File: src/design/npp_pkg.sv
package npp_pkg;

   localparam int CAPACITY = 64;
   localparam int COORD_W  = 16;
   localparam int CNT_W    = $clog2(CAPACITY + 1);
   localparam int IDX_W    = $clog2(CAPACITY);
   localparam int POINT_W  = 2 * COORD_W;
   localparam int SQ_W     = 2 * COORD_W + 1;
   localparam int DIST_W   = SQ_W + 1;
   localparam int REQ_DATA_W = POINT_W;
   localparam int RSP_DATA_W = ((2 * COORD_W + CNT_W + 7) / 8) * 8;

   localparam logic MODE_PUSH = 1'b0;
   localparam logic MODE_POP  = 1'b1;

   typedef enum logic [1:0] {
      RSP_OK    = 2'd0,
      RSP_EMPTY = 2'd1,
      RSP_FULL  = 2'd2
   } rsp_status_type;

   typedef enum logic [2:0] {
      S_IDLE,
      S_DISPATCH,
      S_SCAN,
      S_SCAN_WAIT,
      S_SHIFT,
      S_SHIFT_WAIT,
      S_DONE
   } state_type;

   typedef struct packed {
      logic           capture;
      logic           push_wr;
      logic           scan_init;
      logic           scan_rd;
      logic           shift_init;
      logic           shift_rd;
      logic           cnt_dec;
      logic           emit;
      logic           emit_best;
      rsp_status_type emit_status;
   } cmd_type;

   typedef struct packed {
      logic is_pop;
      logic empty;
      logic full;
      logic idx_last;
      logic shift_end;
      logic pipe_busy;
      logic out_free;
   } stat_type;

endpackage

File: src/design/npp_ctrl.sv
module npp_ctrl (
   input  logic              clock,
   input  logic              reset,
   input  logic              req_tvalid,
   output logic              req_tready,
   input  npp_pkg::stat_type st,
   output npp_pkg::cmd_type  cmd
);
   import npp_pkg::*;

   state_type      state_ff, state_in;
   rsp_status_type res_ff, res_in;
   logic           best_ff, best_in;

   always_ff @(posedge clock) begin
      if (reset) begin
         state_ff <= S_IDLE;
         res_ff   <= RSP_OK;
         best_ff  <= 1'b0;
      end else begin
         state_ff <= state_in;
         res_ff   <= res_in;
         best_ff  <= best_in;
      end
   end

   always_comb begin
      state_in   = state_ff;
      res_in     = res_ff;
      best_in    = best_ff;
      cmd        = '0;
      cmd.emit_status = res_ff;
      cmd.emit_best   = best_ff;
      req_tready = 1'b0;
      unique case (state_ff)
         S_IDLE: begin
            req_tready = 1'b1;
            if (req_tvalid) begin
               cmd.capture = 1'b1;
               state_in    = S_DISPATCH;
            end
         end
         S_DISPATCH: begin
            best_in = 1'b0;
            if (!st.is_pop) begin
               if (st.full) begin
                  res_in = RSP_FULL;
               end else begin
                  res_in      = RSP_OK;
                  cmd.push_wr = 1'b1;
               end
               state_in = S_DONE;
            end else if (st.empty) begin
               res_in   = RSP_EMPTY;
               state_in = S_DONE;
            end else begin
               cmd.scan_init = 1'b1;
               state_in      = S_SCAN;
            end
         end
         S_SCAN: begin
            cmd.scan_rd = 1'b1;
            if (st.idx_last) begin
               state_in = S_SCAN_WAIT;
            end
         end
         S_SCAN_WAIT: begin
            if (!st.pipe_busy) begin
               cmd.shift_init = 1'b1;
               state_in       = S_SHIFT;
            end
         end
         S_SHIFT: begin
            if (st.shift_end) begin
               state_in = S_SHIFT_WAIT;
            end else begin
               cmd.shift_rd = 1'b1;
            end
         end
         S_SHIFT_WAIT: begin
            if (!st.pipe_busy) begin
               cmd.cnt_dec = 1'b1;
               res_in      = RSP_OK;
               best_in     = 1'b1;
               state_in    = S_DONE;
            end
         end
         S_DONE: begin
            if (st.out_free) begin
               cmd.emit = 1'b1;
               state_in = S_IDLE;
            end
         end
         default: begin
            state_in = S_IDLE;
         end
      endcase
   end

endmodule

File: src/design/npp_datapath.sv
module npp_datapath (
   input  logic                                    clock,
   input  logic                                    reset,
   input  npp_pkg::cmd_type                        cmd,
   output npp_pkg::stat_type                       st,
   input  logic                                    req_mode,
   input  logic signed [npp_pkg::COORD_W-1:0]      req_x,
   input  logic signed [npp_pkg::COORD_W-1:0]      req_y,
   output logic                                    rsp_valid,
   input  logic                                    rsp_ready,
   output logic signed [npp_pkg::COORD_W-1:0]      rsp_found_x,
   output logic signed [npp_pkg::COORD_W-1:0]      rsp_found_y,
   output npp_pkg::rsp_status_type                 rsp_status,
   output logic [npp_pkg::CNT_W-1:0]               rsp_remaining
);
   import npp_pkg::*;

   logic [POINT_W-1:0] point_mem_ff [CAPACITY];

   logic                      mode_ff;
   logic signed [COORD_W-1:0] qx_ff, qy_ff;
   logic [CNT_W-1:0]          count_ff, idx_ff, idx_plus;
   logic [IDX_W-1:0]          rd_addr, wr_addr;
   logic [POINT_W-1:0]        rd_data_ff, wr_data;
   logic                      wr_en;

   logic                      s1_v_ff, s2_v_ff, sh_v_ff, best_v_ff;
   logic [IDX_W-1:0]          s1_idx_ff, s2_idx_ff, sh_addr_ff, best_idx_ff;
   logic [POINT_W-1:0]        s2_pt_ff, best_pt_ff;
   logic [SQ_W-1:0]           sq_x_ff, sq_y_ff;
   logic [DIST_W-1:0]         best_dist_ff, cand_dist;
   logic signed [COORD_W:0]   dx, dy;
   logic signed [2*COORD_W+1:0] prod_x, prod_y;
   logic                      take_best;

   logic                      rsp_valid_ff;
   logic signed [COORD_W-1:0] rsp_x_ff, rsp_y_ff;
   rsp_status_type            rsp_status_ff;
   logic [CNT_W-1:0]          rsp_rem_ff;

   assign idx_plus = idx_ff + CNT_W'(1);

   // During the shift pass entry idx+1 is read and written to idx in the next cycle.
   assign rd_addr = cmd.shift_rd ? idx_plus[IDX_W-1:0] : idx_ff[IDX_W-1:0];
   assign wr_en   = cmd.push_wr | sh_v_ff;
   assign wr_addr = cmd.push_wr ? count_ff[IDX_W-1:0] : sh_addr_ff;
   assign wr_data = cmd.push_wr ? {qy_ff, qx_ff} : rd_data_ff;

   always_ff @(posedge clock) begin
      if (wr_en) begin
         point_mem_ff[wr_addr] <= wr_data;
      end
      rd_data_ff <= point_mem_ff[rd_addr];
   end

   assign dx = $signed({rd_data_ff[COORD_W-1], rd_data_ff[COORD_W-1:0]})
             - $signed({qx_ff[COORD_W-1], qx_ff});
   assign dy = $signed({rd_data_ff[POINT_W-1], rd_data_ff[POINT_W-1:COORD_W]})
             - $signed({qy_ff[COORD_W-1], qy_ff});
   assign prod_x = dx * dx;
   assign prod_y = dy * dy;

   assign cand_dist = {1'b0, sq_x_ff} + {1'b0, sq_y_ff};
   // Strict compare keeps the earliest entry when distances tie.
   assign take_best = s2_v_ff && (!best_v_ff || cand_dist < best_dist_ff);

   always_ff @(posedge clock) begin
      if (reset) begin
         count_ff     <= '0;
         s1_v_ff      <= 1'b0;
         s2_v_ff      <= 1'b0;
         sh_v_ff      <= 1'b0;
         best_v_ff    <= 1'b0;
         rsp_valid_ff <= 1'b0;
      end else begin
         s1_v_ff <= cmd.scan_rd;
         s2_v_ff <= s1_v_ff;
         sh_v_ff <= cmd.shift_rd;
         if (cmd.push_wr) begin
            count_ff <= count_ff + CNT_W'(1);
         end else if (cmd.cnt_dec) begin
            count_ff <= count_ff - CNT_W'(1);
         end
         if (cmd.scan_init) begin
            best_v_ff <= 1'b0;
         end else if (take_best) begin
            best_v_ff <= 1'b1;
         end
         if (cmd.emit) begin
            rsp_valid_ff <= 1'b1;
         end else if (rsp_ready) begin
            rsp_valid_ff <= 1'b0;
         end
      end
   end

   always_ff @(posedge clock) begin
      if (cmd.capture) begin
         mode_ff <= req_mode;
         qx_ff   <= req_x;
         qy_ff   <= req_y;
      end
      if (cmd.scan_init) begin
         idx_ff <= '0;
      end else if (cmd.shift_init) begin
         idx_ff <= {1'b0, best_idx_ff};
      end else if (cmd.scan_rd || cmd.shift_rd) begin
         idx_ff <= idx_plus;
      end
      s1_idx_ff  <= idx_ff[IDX_W-1:0];
      sh_addr_ff <= idx_ff[IDX_W-1:0];
      s2_idx_ff  <= s1_idx_ff;
      s2_pt_ff   <= rd_data_ff;
      sq_x_ff    <= prod_x[SQ_W-1:0];
      sq_y_ff    <= prod_y[SQ_W-1:0];
      if (take_best) begin
         best_dist_ff <= cand_dist;
         best_idx_ff  <= s2_idx_ff;
         best_pt_ff   <= s2_pt_ff;
      end
      if (cmd.emit) begin
         rsp_x_ff      <= cmd.emit_best ? best_pt_ff[COORD_W-1:0] : '1;
         rsp_y_ff      <= cmd.emit_best ? best_pt_ff[POINT_W-1:COORD_W] : '1;
         rsp_status_ff <= cmd.emit_status;
         rsp_rem_ff    <= count_ff;
      end
   end

   assign st.is_pop    = (mode_ff == MODE_POP);
   assign st.empty     = (count_ff == '0);
   assign st.full      = (count_ff == CNT_W'(CAPACITY));
   assign st.idx_last  = (idx_ff == count_ff - CNT_W'(1));
   assign st.shift_end = (idx_plus == count_ff);
   assign st.pipe_busy = s1_v_ff | s2_v_ff | sh_v_ff;
   assign st.out_free  = !rsp_valid_ff || rsp_ready;

   assign rsp_valid     = rsp_valid_ff;
   assign rsp_found_x   = rsp_x_ff;
   assign rsp_found_y   = rsp_y_ff;
   assign rsp_status    = rsp_status_ff;
   assign rsp_remaining = rsp_rem_ff;

endmodule

File: src/design/nearest_point_pool.sv
// Nearest point pool: holds up to CAPACITY (64) signed Q12.4 points in order.
// Request beats: req_tuser is the mode (push or pop), req_tdata carries x and y.
// A push appends the point, or is dropped with a full status when the pool is full.
// A pop removes and returns the stored point closest to (x,y) in squared
// Euclidean distance; ties go to the oldest entry, later entries keep their order.
// Every request produces exactly one response beat with found_x, found_y,
// the status code on rsp_tuser and the number of points left.
// A push or an empty pop answers after the dispatch step, with no scan. A pop
// on N points scans every entry through the distance pipeline and then
// closes the gap behind the removed entry k; both passes go through the
// single port pair of the point memory.
// One request is in work at a time; the next is taken once the current result
// sits in the output register, even if the receiver has not taken it yet.
// While rsp_tready is low the response holds and the next result waits.
// Reset (synchronous) empties the pool and drops any pending response.
module nearest_point_pool (
   input  logic                               clock,
   input  logic                               reset,
   input  logic                               req_tvalid,
   output logic                               req_tready,
   input  logic [npp_pkg::REQ_DATA_W-1:0]     req_tdata,  // x[15:0], y[31:16]
   input  logic                               req_tuser,  // mode
   output logic                               rsp_tvalid,
   input  logic                               rsp_tready,
   output logic [npp_pkg::RSP_DATA_W-1:0]     rsp_tdata,  // found_x[15:0], found_y[31:16],
                                                          // remaining[38:32], zero[39]
   output logic [1:0]                         rsp_tuser   // status
);
   import npp_pkg::*;

   cmd_type                   cmd;
   stat_type                  st;
   logic signed [COORD_W-1:0] found_x, found_y;
   rsp_status_type            status;
   logic [CNT_W-1:0]          remaining;

   npp_ctrl u_ctrl (
      .clock      (clock),
      .reset      (reset),
      .req_tvalid (req_tvalid),
      .req_tready (req_tready),
      .st         (st),
      .cmd        (cmd)
   );

   npp_datapath u_dp (
      .clock         (clock),
      .reset         (reset),
      .cmd           (cmd),
      .st            (st),
      .req_mode      (req_tuser),
      .req_x         (req_tdata[COORD_W-1:0]),
      .req_y         (req_tdata[POINT_W-1:COORD_W]),
      .rsp_valid     (rsp_tvalid),
      .rsp_ready     (rsp_tready),
      .rsp_found_x   (found_x),
      .rsp_found_y   (found_y),
      .rsp_status    (status),
      .rsp_remaining (remaining)
   );

   assign rsp_tdata = {{(RSP_DATA_W - POINT_W - CNT_W){1'b0}}, remaining, found_y, found_x};
   assign rsp_tuser = status;

endmodule

File: config.mk
export PLATFORM = sky130hd
export DESIGN_NAME = nearest_point_pool
export DESIGN_NICKNAME = d
export VERILOG_FILES = /design/src/design/npp_pkg.sv /design/src/design/npp_ctrl.sv /design/src/design/npp_datapath.sv /design/src/design/nearest_point_pool.sv
export SDC_FILE = /design/constraint.sdc
export NUM_CORES = 2
export LEC_CHECK = 0
export BUFFER_PORTS_ARGS = -buffer_cell sky130_fd_sc_hd__buf_2
export CAP_MARGIN = 5
export CORE_MARGIN = 1.5
export CORE_UTILIZATION = 50
export CTS_BUF_LIST = sky130_fd_sc_hd__clkbuf_4 sky130_fd_sc_hd__clkbuf_8 sky130_fd_sc_hd__clkbuf_16
export CTS_CLUSTER_DIAMETER = 50
export DETAILED_ROUTE_END_ITERATION = 10
export GPL_ROUTABILITY_DRIVEN = 0
export HOLD_SLACK_MARGIN = 0.05
export PLACE_DENSITY_LB_ADDON = 0.1
export REMOVE_ABC_BUFFERS = 1
export SLEW_MARGIN = 40
export SYNTH_ARGS = -nofsm -noshare
export SYNTH_HDL_FRONTEND = slang
export SYNTH_SLANG_ARGS = --single-unit
export TNS_END_PERCENT = 5
File: constraint.sdc
create_clock -name clock -period 13.65 [get_ports clock]
set_input_delay 0.6825 -clock clock [delete_from_list [all_inputs] [get_ports clock]]
set_output_delay 0.6825 -clock clock [all_outputs]
set_load 0.02 [all_outputs]
==> impl_metrics.env <==
export IMPL_yosysTopAreaCell="edfxtp_1"
export IMPL_viasPerCell=5.87
export IMPL_dp_slack_ns=3.73
export IMPL_grt_pass1_wl_um=477000
export IMPL_synth_top_area_share_pct=58.5
export IMPL_drive_gt1_share_pct=9.72
export IMPL_stdcell_area_mm2=0.127
export IMPL_final_hold_violation_count=0
export IMPL_syn_area_mm2=0.113
export IMPL_worstReg2RegStart="u_dp.rd_data_ff[16]"
export IMPL_slew_limit_headroom_pct=33.0
export IMPL_finalWorstSetupSlack_ns=3.66
export IMPL_skew_ns=0.0705
export IMPL_path_class="reg -> reg"
export IMPL_cts_buffers=290
export IMPL_tns_ns=0
export IMPL_tightest_slew_ns=0.996
export IMPL_final_min_clock_period_ns=9.99
export IMPL_ys_seq_elements=2359
export IMPL_syn_area_per_cell_um2=12.5
export IMPL_outcome="complete, no violations"
export IMPL_core_mm2=0.224
export IMPL_yosysWarnings=0
export IMPL_crit_arrival_ns=10.82
export IMPL_holdBufCountCts=33
export IMPL_rsz0062_at_grt="false"
export IMPL_max_stage_delay_ns=0.63
export IMPL_drtIter0Drc=8338
export IMPL_area_delta_synth_final_pct=13.0
export IMPL_yosys_top_cells_count="edfxtp_1, nand2_1, nand3_1"
export IMPL_cts_resized=0
export IMPL_grt_pass1_vias=71400
export IMPL_io_pins=81
export IMPL_overflow=0
export IMPL_nets=10000
export IMPL_port_buffers=79
export IMPL_yosys_top_cells_area="edfxtp_1, fa_1, nand2_1"
export IMPL_drcViolationCount=0
export IMPL_synth_edf_count=2194
export IMPL_hp_class="in -> reg"
export IMPL_clk_latency_ns=0.94
export IMPL_hpwl_um=193000
export IMPL_wl_um=325000
export IMPL_crit_required_ns=14.48
export IMPL_fp_dieH_um=478
export IMPL_worst_path_max_fanout=19
export IMPL_slowest_stage="clkinv_1"
export IMPL_drt_met1_wl_um=136000
export IMPL_vias=72600
export IMPL_cts_max_level=5
export IMPL_multi_input_area_mm2=0.0399
export IMPL_synth_flop_cell="edfxtp_1"
export IMPL_grt_max_degree=176
export IMPL_ant_nets=0
export IMPL_yosysSeqAreaShare_pct=61.4
export IMPL_drv_slew=0
export IMPL_dr_max_layer_used="met5"
export IMPL_yosysUniqueCellTypes=84
export IMPL_r2r_cells=37
export IMPL_cpMostUsedCell="fa_1"
export IMPL_synthCells=9020
export IMPL_cts_sink_count=2359
export IMPL_period_share_pct=73.2
export IMPL_yosysMostFrequentCell="edfxtp_1"
export IMPL_end_kind="register"
export IMPL_clk_path_buf_depth=4
export IMPL_floorplan_initialDensity_pct=50.2
export IMPL_placed_area_mm2=0.118
export IMPL_grt_use_total_pct=28.4
export IMPL_nFillCells=18300
export IMPL_cts_root_buf="clkbuf_16"
export IMPL_finalSetupViolCount=0
export IMPL_fmax_mhz=100
export IMPL_max_cap_violations=0
export IMPL_cts_tree="done"
export IMPL_dieArea_mm2=0.228
export IMPL_register_area_mm2=0.0692
export IMPL_clk_pin_slew_ns=0.06
export IMPL_r2r_end="u_dp.sq_y_ff[32]"
export IMPL_hold_depth=2
export IMPL_r2r_slack_ns=3.66
export IMPL_routedWlPerCell_um=26.3
export IMPL_hold_end="u_dp.count_ff[6]"
export IMPL_synth_async_reset_ratio_pct=0
export IMPL_antenna_found_initial=22
export IMPL_start_kind="register"
export IMPL_wl_met3_um=27800
export IMPL_wl_met2_um=151000
export IMPL_die_w_um=478
export IMPL_fp_row_count=174
export IMPL_final_util_pct=56.7
export IMPL_hp_start="reset"
export IMPL_post_cts_repair_setup_buffers=0
export IMPL_firstDrtPassIters=6
[flip-flops by register name (all words and copies together) (netlist names), 2 cells and up]
name	count
u_ctrl.res_ff	2
u_ctrl.state_ff	3
u_dp.best_dist_ff	34
u_dp.best_idx_ff	6
u_dp.best_pt_ff	32
u_dp.count_ff	7
u_dp.idx_ff	7
u_dp.point_mem_ff	2048
u_dp.qx_ff	16
u_dp.qy_ff	16
u_dp.rd_data_ff	32
u_dp.rsp_found_x	16
u_dp.rsp_found_y	16
u_dp.rsp_remaining	7
u_dp.rsp_status	2
u_dp.s1_idx_ff	6
u_dp.s2_idx_ff	6
u_dp.s2_pt_ff	32
u_dp.sq_x_ff	32
u_dp.sq_y_ff	32
[critical path, delay by kind of cell, from the launching register on]
| kind | cells | cell delay (ns) |
|---|---|---|
| fa+ha+maj | 9 | 3.67 |
| compound gates | 17 | 3.59 |
| buf+inv | 6 | 1.13 |
| simple gates | 4 | 1.07 |
| flops | 1 | 0.31 |
| xor+xnor | 1 | 0.13 |
[how the worst max path moves through the flow]
stage	startpoint	cells after the start	endpoint
floorplan	u_dp.idx_ff[1]	11	u_dp.rd_data_ff[0]
global placement	u_dp.qy_ff[2]	36	u_dp.sq_y_ff[32]
detailed placement	u_dp.qy_ff[2]	36	u_dp.sq_y_ff[32]
CTS	u_dp.rd_data_ff[16]	37	u_dp.sq_y_ff[32]
global route	u_dp.rd_data_ff[16]	37	u_dp.sq_y_ff[32]
finish	u_dp.rd_data_ff[16]	37	u_dp.sq_y_ff[32]
[final cells by class]
class / instances / share of cell area, %
timing repair buffer: 311 / 2.03
clock inverter: 136 / 0.933
clock buffer: 355 / 6.20
multi-input combinational: 5474 / 31.4
inverter: 738 / 2.18
antenna: 11 / 0.0216
sequential: 2359 / 54.3
tap: 2992 / 2.94
[logic make-up (layout without fill, tap and decap cells)]
family	after synthesis	in the layout	synth area share, %
other cells	1	12	0.00333
buf+inv	1187	1540	4.12
simple gates	3477	3477	13.6
xor+xnor	143	143	1.12
fa+ha+maj	789	789	12.3
compound gates	770	770	4.83
flops	2359	2359	61.4
mux	294	294	2.69
[placed cells by master (no fill, tap or decap), types with 26 or more instances in the layout]
cell | synthesis | layout
dfxtp_1 | 165 | 163
nand3_1 | 796 | 795
fa_1 | 530 | 530
nand2b_1 | 63 | 62
inv_1 | 729 | 729
nor2b_1 | 61 | 61
clkinv_2 | 0 | 35
mux2i_1 | 287 | 286
nor2_4 | 0 | 68
xor2_1 | 38 | 36
or4_1 | 51 | 51
nor2_1 | 348 | 279
o21a_1 | 26 | 26
o21ai_4 | 0 | 33
o22ai_1 | 27 | 27
buf_4 | 5 | 163
dlygate4sd3_1 | 0 | 33
a21oi_1 | 143 | 142
clkbuf_4 | 0 | 55
xnor2_1 | 104 | 103
nand4_1 | 62 | 62
a21o_1 | 46 | 46
buf_2 | 115 | 79
a31oi_1 | 29 | 29
nor3_1 | 59 | 56
edfxtp_1 | 2194 | 2194
o21ai_0 | 140 | 106
and3_1 | 81 | 80
nand2_1 | 1875 | 1867
a32o_1 | 56 | 56
ha_1 | 259 | 258
a211oi_1 | 61 | 60
a32oi_1 | 113 | 113
clkbuf_16 | 0 | 298
clkinv_1 | 7 | 51
[metal layers]
| metal | vias to the layer above | track usage, % |
|---|---|---|
| li1 | 32000 | - |
| met1 | 36800 | 40.5 |
| met2 | 3175 | 44.5 |
| met3 | 554 | 4.92 |
| met4 | 8 | 9.49 |
| met5 | - | 0 |
[per-stage QoR]
step	cells	hold WS, ns
floorplan	8571	0.331
global placement	11800	0.337
detailed placement	11800	0.351
CTS	12400	0.0930
global route	12400	0.134
finish	12400	0.149
Power is left out: the tool's default activity adds up to more than one toggle a clock period on the data nets, which glitch-free logic cannot reach.
